===== config.mk =====
export PLATFORM = sky130hd
export DESIGN_NAME = efc_mul
export DESIGN_NICKNAME = d
export VERILOG_FILES = /design/src/rtl/efc_mul.sv
export SDC_FILE = /design/constraint.sdc
export NUM_CORES = 2
export LEC_CHECK = 0
export BUFFER_PORTS_ARGS = -buffer_cell sky130_fd_sc_hd__buf_2
export CORE_MARGIN = 8
export CORE_UTILIZATION = 50
export DETAILED_ROUTE_END_ITERATION = 7
export PLACE_DENSITY = 0.69
export SLEW_MARGIN = 0
export SYNTH_ARGS = -nofsm -noshare
export SYNTH_HDL_FRONTEND = slang
export SYNTH_SLANG_ARGS = --single-unit

===== constraint.sdc =====
create_clock -name clk -period 9.1 [get_ports clk]
set_input_delay 1.82 -clock clk [delete_from_list [all_inputs] [get_ports clk]]
set_output_delay 1.82 -clock clk [all_outputs]
set_load 0.1 [all_outputs]

===== src/rtl/efc_mul.sv =====
`timescale 1ns / 1ps
`default_nettype none
module efc_mul (
	input  wire                      clk,
	input  wire logic signed [33:0]  a,
	input  wire logic signed [33:0]  b,
	output logic signed [67:0]       p_s1
);
	always_ff @(posedge clk) begin
		p_s1 <= a * b;
	end
endmodule
`default_nettype wire


==> flow_results.org <==
** Status
- Run status :: completed

** Hold path
- The worst hold path passes through 3 cells.
- Hold crit path type :: in2reg

** Floorplan
- Row generation in the floorplan step produced approximately 110 rows.
- The floorplan step set the die width to around 310 um.
- After floorplanning, the core was sized to cover between 80,000 and 90,000 um^2.
- I/O pin total :: around 140
- Total die area :: around 96,000 um^2
- Vert. Die Dim :: just over 300 um
- Initial cell density of the core :: 0.505

** Timing
- At the pin with the least slew margin, the transition time is between 0.6 and 0.7 ns.
- Headroom to the max-slew limit came out at 0.578.
- Counting I/O delays and the setup requirement, the final critical path takes ~9.0 ns.
- Maximum clock rate :: 112 MHz
- Dividing the final minimum period by the clock period gives 0.986.
- Fin. max-slew vios :: 0
- For the final routed database, the setup TNS stands at 0 ns.
- Setup violations remaining at the end of the flow were counted as 0.
- Endpoints failing hold :: 0
- Final worst-path setup slack :: between 0.1 and 0.15 ns
- Setup repair after global routing could not meet its margin everywhere.

** Synthesis
- Post-synth net total :: approximately 6,100
- Synth unique cells :: 69
- Warnings from Yosys :: 0
- Post-synthesis sequential area ratio :: 0.0316
- In the synthesized netlist, the number of instances is between 4,000 and 5,000.
- FF+latch count, synth :: just under 70
- Average cell area after synthesis :: between 9 and 10 um^2
- Count of flip-flops with a built-in enable after synthesis :: 0
- Post-synthesis async set-or-reset flop share :: 0
- The synthesized netlist occupies a cell area of 43,000 um^2.
- Among all flip-flop cells after synthesis, the most frequent one is dfxtp_1.

** Critical path
- The worst setup path is captured at a flip-flop.
- By instance count, the cell type seen most on the critical path is fa_1.
- The worst setup path is launched from an input pin.
- Crit Path Max Fanout :: 11
- For the worst setup path, the data arrival time is 9.26 ns.
- The critical path is of the in2reg type.
- Data on the critical path is required at its endpoint by about 9.4 ns.
- In this design, the stage delay of the slowest critical-path cell is 0.55 ns.
- Critical path's slowest cell :: fa_1

** Route
- For this run, the detailed router's first-pass iteration total came to 5.
- Remaining design rule violation count :: 0
- Total Routed Length :: roughly 120,000 um
- Dividing the detail-routed wire length by the instance count gives 19.1 um.
- Summing over every cut layer, the via total after detailed routing is slightly above 30,000.
- Remaining antenna violation count :: 0
- Via/cell ratio :: slightly above 5
- In this run, the number of DRC markers left after iteration 0 of detailed routing was 1,641.

** Placement
- The count of buffers added on input and output ports is approximately 140.
- Placed wire-length estimate :: between 100,000 and 150,000 um
- In this run the cell area measured after placement is 47,800 um^2.
- Place WS :: -0.679 ns
- Routability congestion estimate from global placement :: slightly above 0.9

** Cells and area
- Most flops, register :: p_s1
- Compared with the post-synthesis result, the final layout area differs by 12.7%.
- The finished cells cover roughly 49,000 um^2.
- Post-Route Utilization :: 0.569
- Number of nets in the finished design :: 6,438
- The register with the most flip-flops in the layout has 68 of them.
- Leading registers by flop count :: p_s1 (68)
- Ratio of cells with drive above 1 in the final layout :: 0.136

** Global routing
- Pin count of the biggest net entering global routing :: 29
- The total overflow left after global routing is 0.
- The initial antenna violation count came to 8.
- Via count of the first global-routing pass :: approximately 35,000
- Global-route wire length before repair :: 191,000 um
- For this run, the total global-route usage over all layers was measured as 0.257.

** CTS
- Clk sink count :: roughly 70
- In this run, CTS created clock tree buffers numbering 9.
- The H-tree was split into 3 levels.
- The clock passes through at most 2 buffers.
- Clock transition time at the flip-flop clock pins of the worst setup and hold paths :: 0.07 ns
- In this run the clock root is driven by a clkbuf_16.
- Clock tree from TritonCTS :: done

** Flow run
- Across the run, the number of max-cap violations was 0.
Yosys cell counts (all sizes together), types with 2 or more instances:
cell type | count | share of area
a21o | 37 | 0.0065
and2 | 623 | 0.091
a21bo | 2 | 0.00047
xor2 | 23 | 0.0047
a211oi | 7 | 0.0013
a211o | 3 | 0.00064
and4 | 2 | 0.00041
nand3 | 11 | 0.0013
or3 | 2 | 0.00032
nor2b | 9 | 0.0013
a31oi | 10 | 0.0021
buf | 9 | 0.0014
nand2b | 20 | 0.0029
o31ai | 2 | 0.00099
and3 | 8 | 0.0013
nand4 | 11 | 0.0016
xnor2 | 56 | 0.011
nor2 | 56 | 0.0050
o221ai | 2 | 0.00041
dfxtp | 68 | 0.032
a221oi | 4 | 0.00096
o21a | 4 | 0.00070
or2 | 4 | 0.00058
o21bai | 12 | 0.0021
inv | 1231 | 0.11
ha | 204 | 0.059
nor3 | 5 | 0.00058
o21ai | 41 | 0.0052
a311oi | 2 | 0.00055
fa | 1241 | 0.58
a21oi | 63 | 0.0075
o41ai | 6 | 0.0017
clkbuf | 217 | 0.019
nand2 | 542 | 0.047
a2111o | 2 | 0.00052
o211ai | 3 | 0.00052
timing repair:
| action | 4_1_cts | 5_1_grt |
|---|---|---|
| pin swaps | 0 | 27 |
| setup buffers | 0 | 5 |
| hold buffers | 0 | 0 |
| resized for setup | 13 | 74 |
| setup endpoints to repair | 7 | 17 |
| gates cloned | 0 | 0 |
cells in the final DEF, fill, tap and decap left out, drive strengths merged, types with 12 or more instances in the layout:
| cell | count |
|---|---|
| buf | 573 |
| o21bai | 12 |
| a21oi | 63 |
| dfxtp | 68 |
| ha | 204 |
| nor2 | 56 |
| xnor2 | 56 |
| xor2 | 23 |
| nand2 | 542 |
| clkbuf | 24 |
| fa | 1241 |
| a21o | 37 |
| nand2b | 20 |
| and2 | 623 |
| o21ai | 41 |
| inv | 1233 |
path summary, 6_finish.rpt:
check	endpoint	start	slack [ns]
min	p_s1[1]	a[1]	2.02
max	p_s1[64]	b[1]	0.13
logic make-up (layout without fill, tap and decap cells):
kind of cell	count (synthesis)	after routing	synth area share
buffers and inverters	1460	1835	0.128
adders and majority gates	1445	1445	0.637
and+or+nand+nor	1296	1296	0.154
DFF	68	68	0.0316
AOI/OAI and AO/OA	206	206	0.0335
other	0	7	0
xor gates and xnor gates	79	79	0.0161
per-layer routing:
| metal | track usage | vias to the layer above | part of all wire |
|---|---|---|---|
| li1 | - | 13500 | - |
| met1 | 0.323 | 16300 | 0.38 |
| met2 | 0.443 | 1041 | 0.51 |
| met3 | 0.0414 | 240 | 0.066 |
| met4 | 0.105 | 2 | 0.045 |
| met5 | 0 | - | 0.00011 |
critical path: cells and delay by family:
family / cells / cell delay (ns)
compound gates: 7 / 1.82
simple gates: 2 / 0.48
xor+xnor: 1 / 0.11
fa+ha+maj: 9 / 4.12
buf+inv: 8 / 0.85
metrics by stage:
step / hold WS (ns) / std cells
after global placement: 2.37 / 6052
after detailed placement: 2.37 / 6052
final: 2.02 / 6080
after CTS: 1.99 / 6068
after global routing: 2.02 / 6073
after floorplan: 1.95 / 4554
final cells by class:
cell class | count | area, um^2
Tap cell | 1144 | 1430
Inverter | 1232 | 4620
Antenna cell | 7 | 17.5
Fill cell | 7512 | 36800
Clock buffer | 10 | 239
Clock inverter | 6 | 71.3
Timing Repair Buffer | 587 | 4380
Sequential cell | 68 | 1360
Multi-Input combinational cell | 3026 | 36400
Power is not shown: default switching activity piles up to over one toggle a cycle in this logic, so the estimate is an artifact.
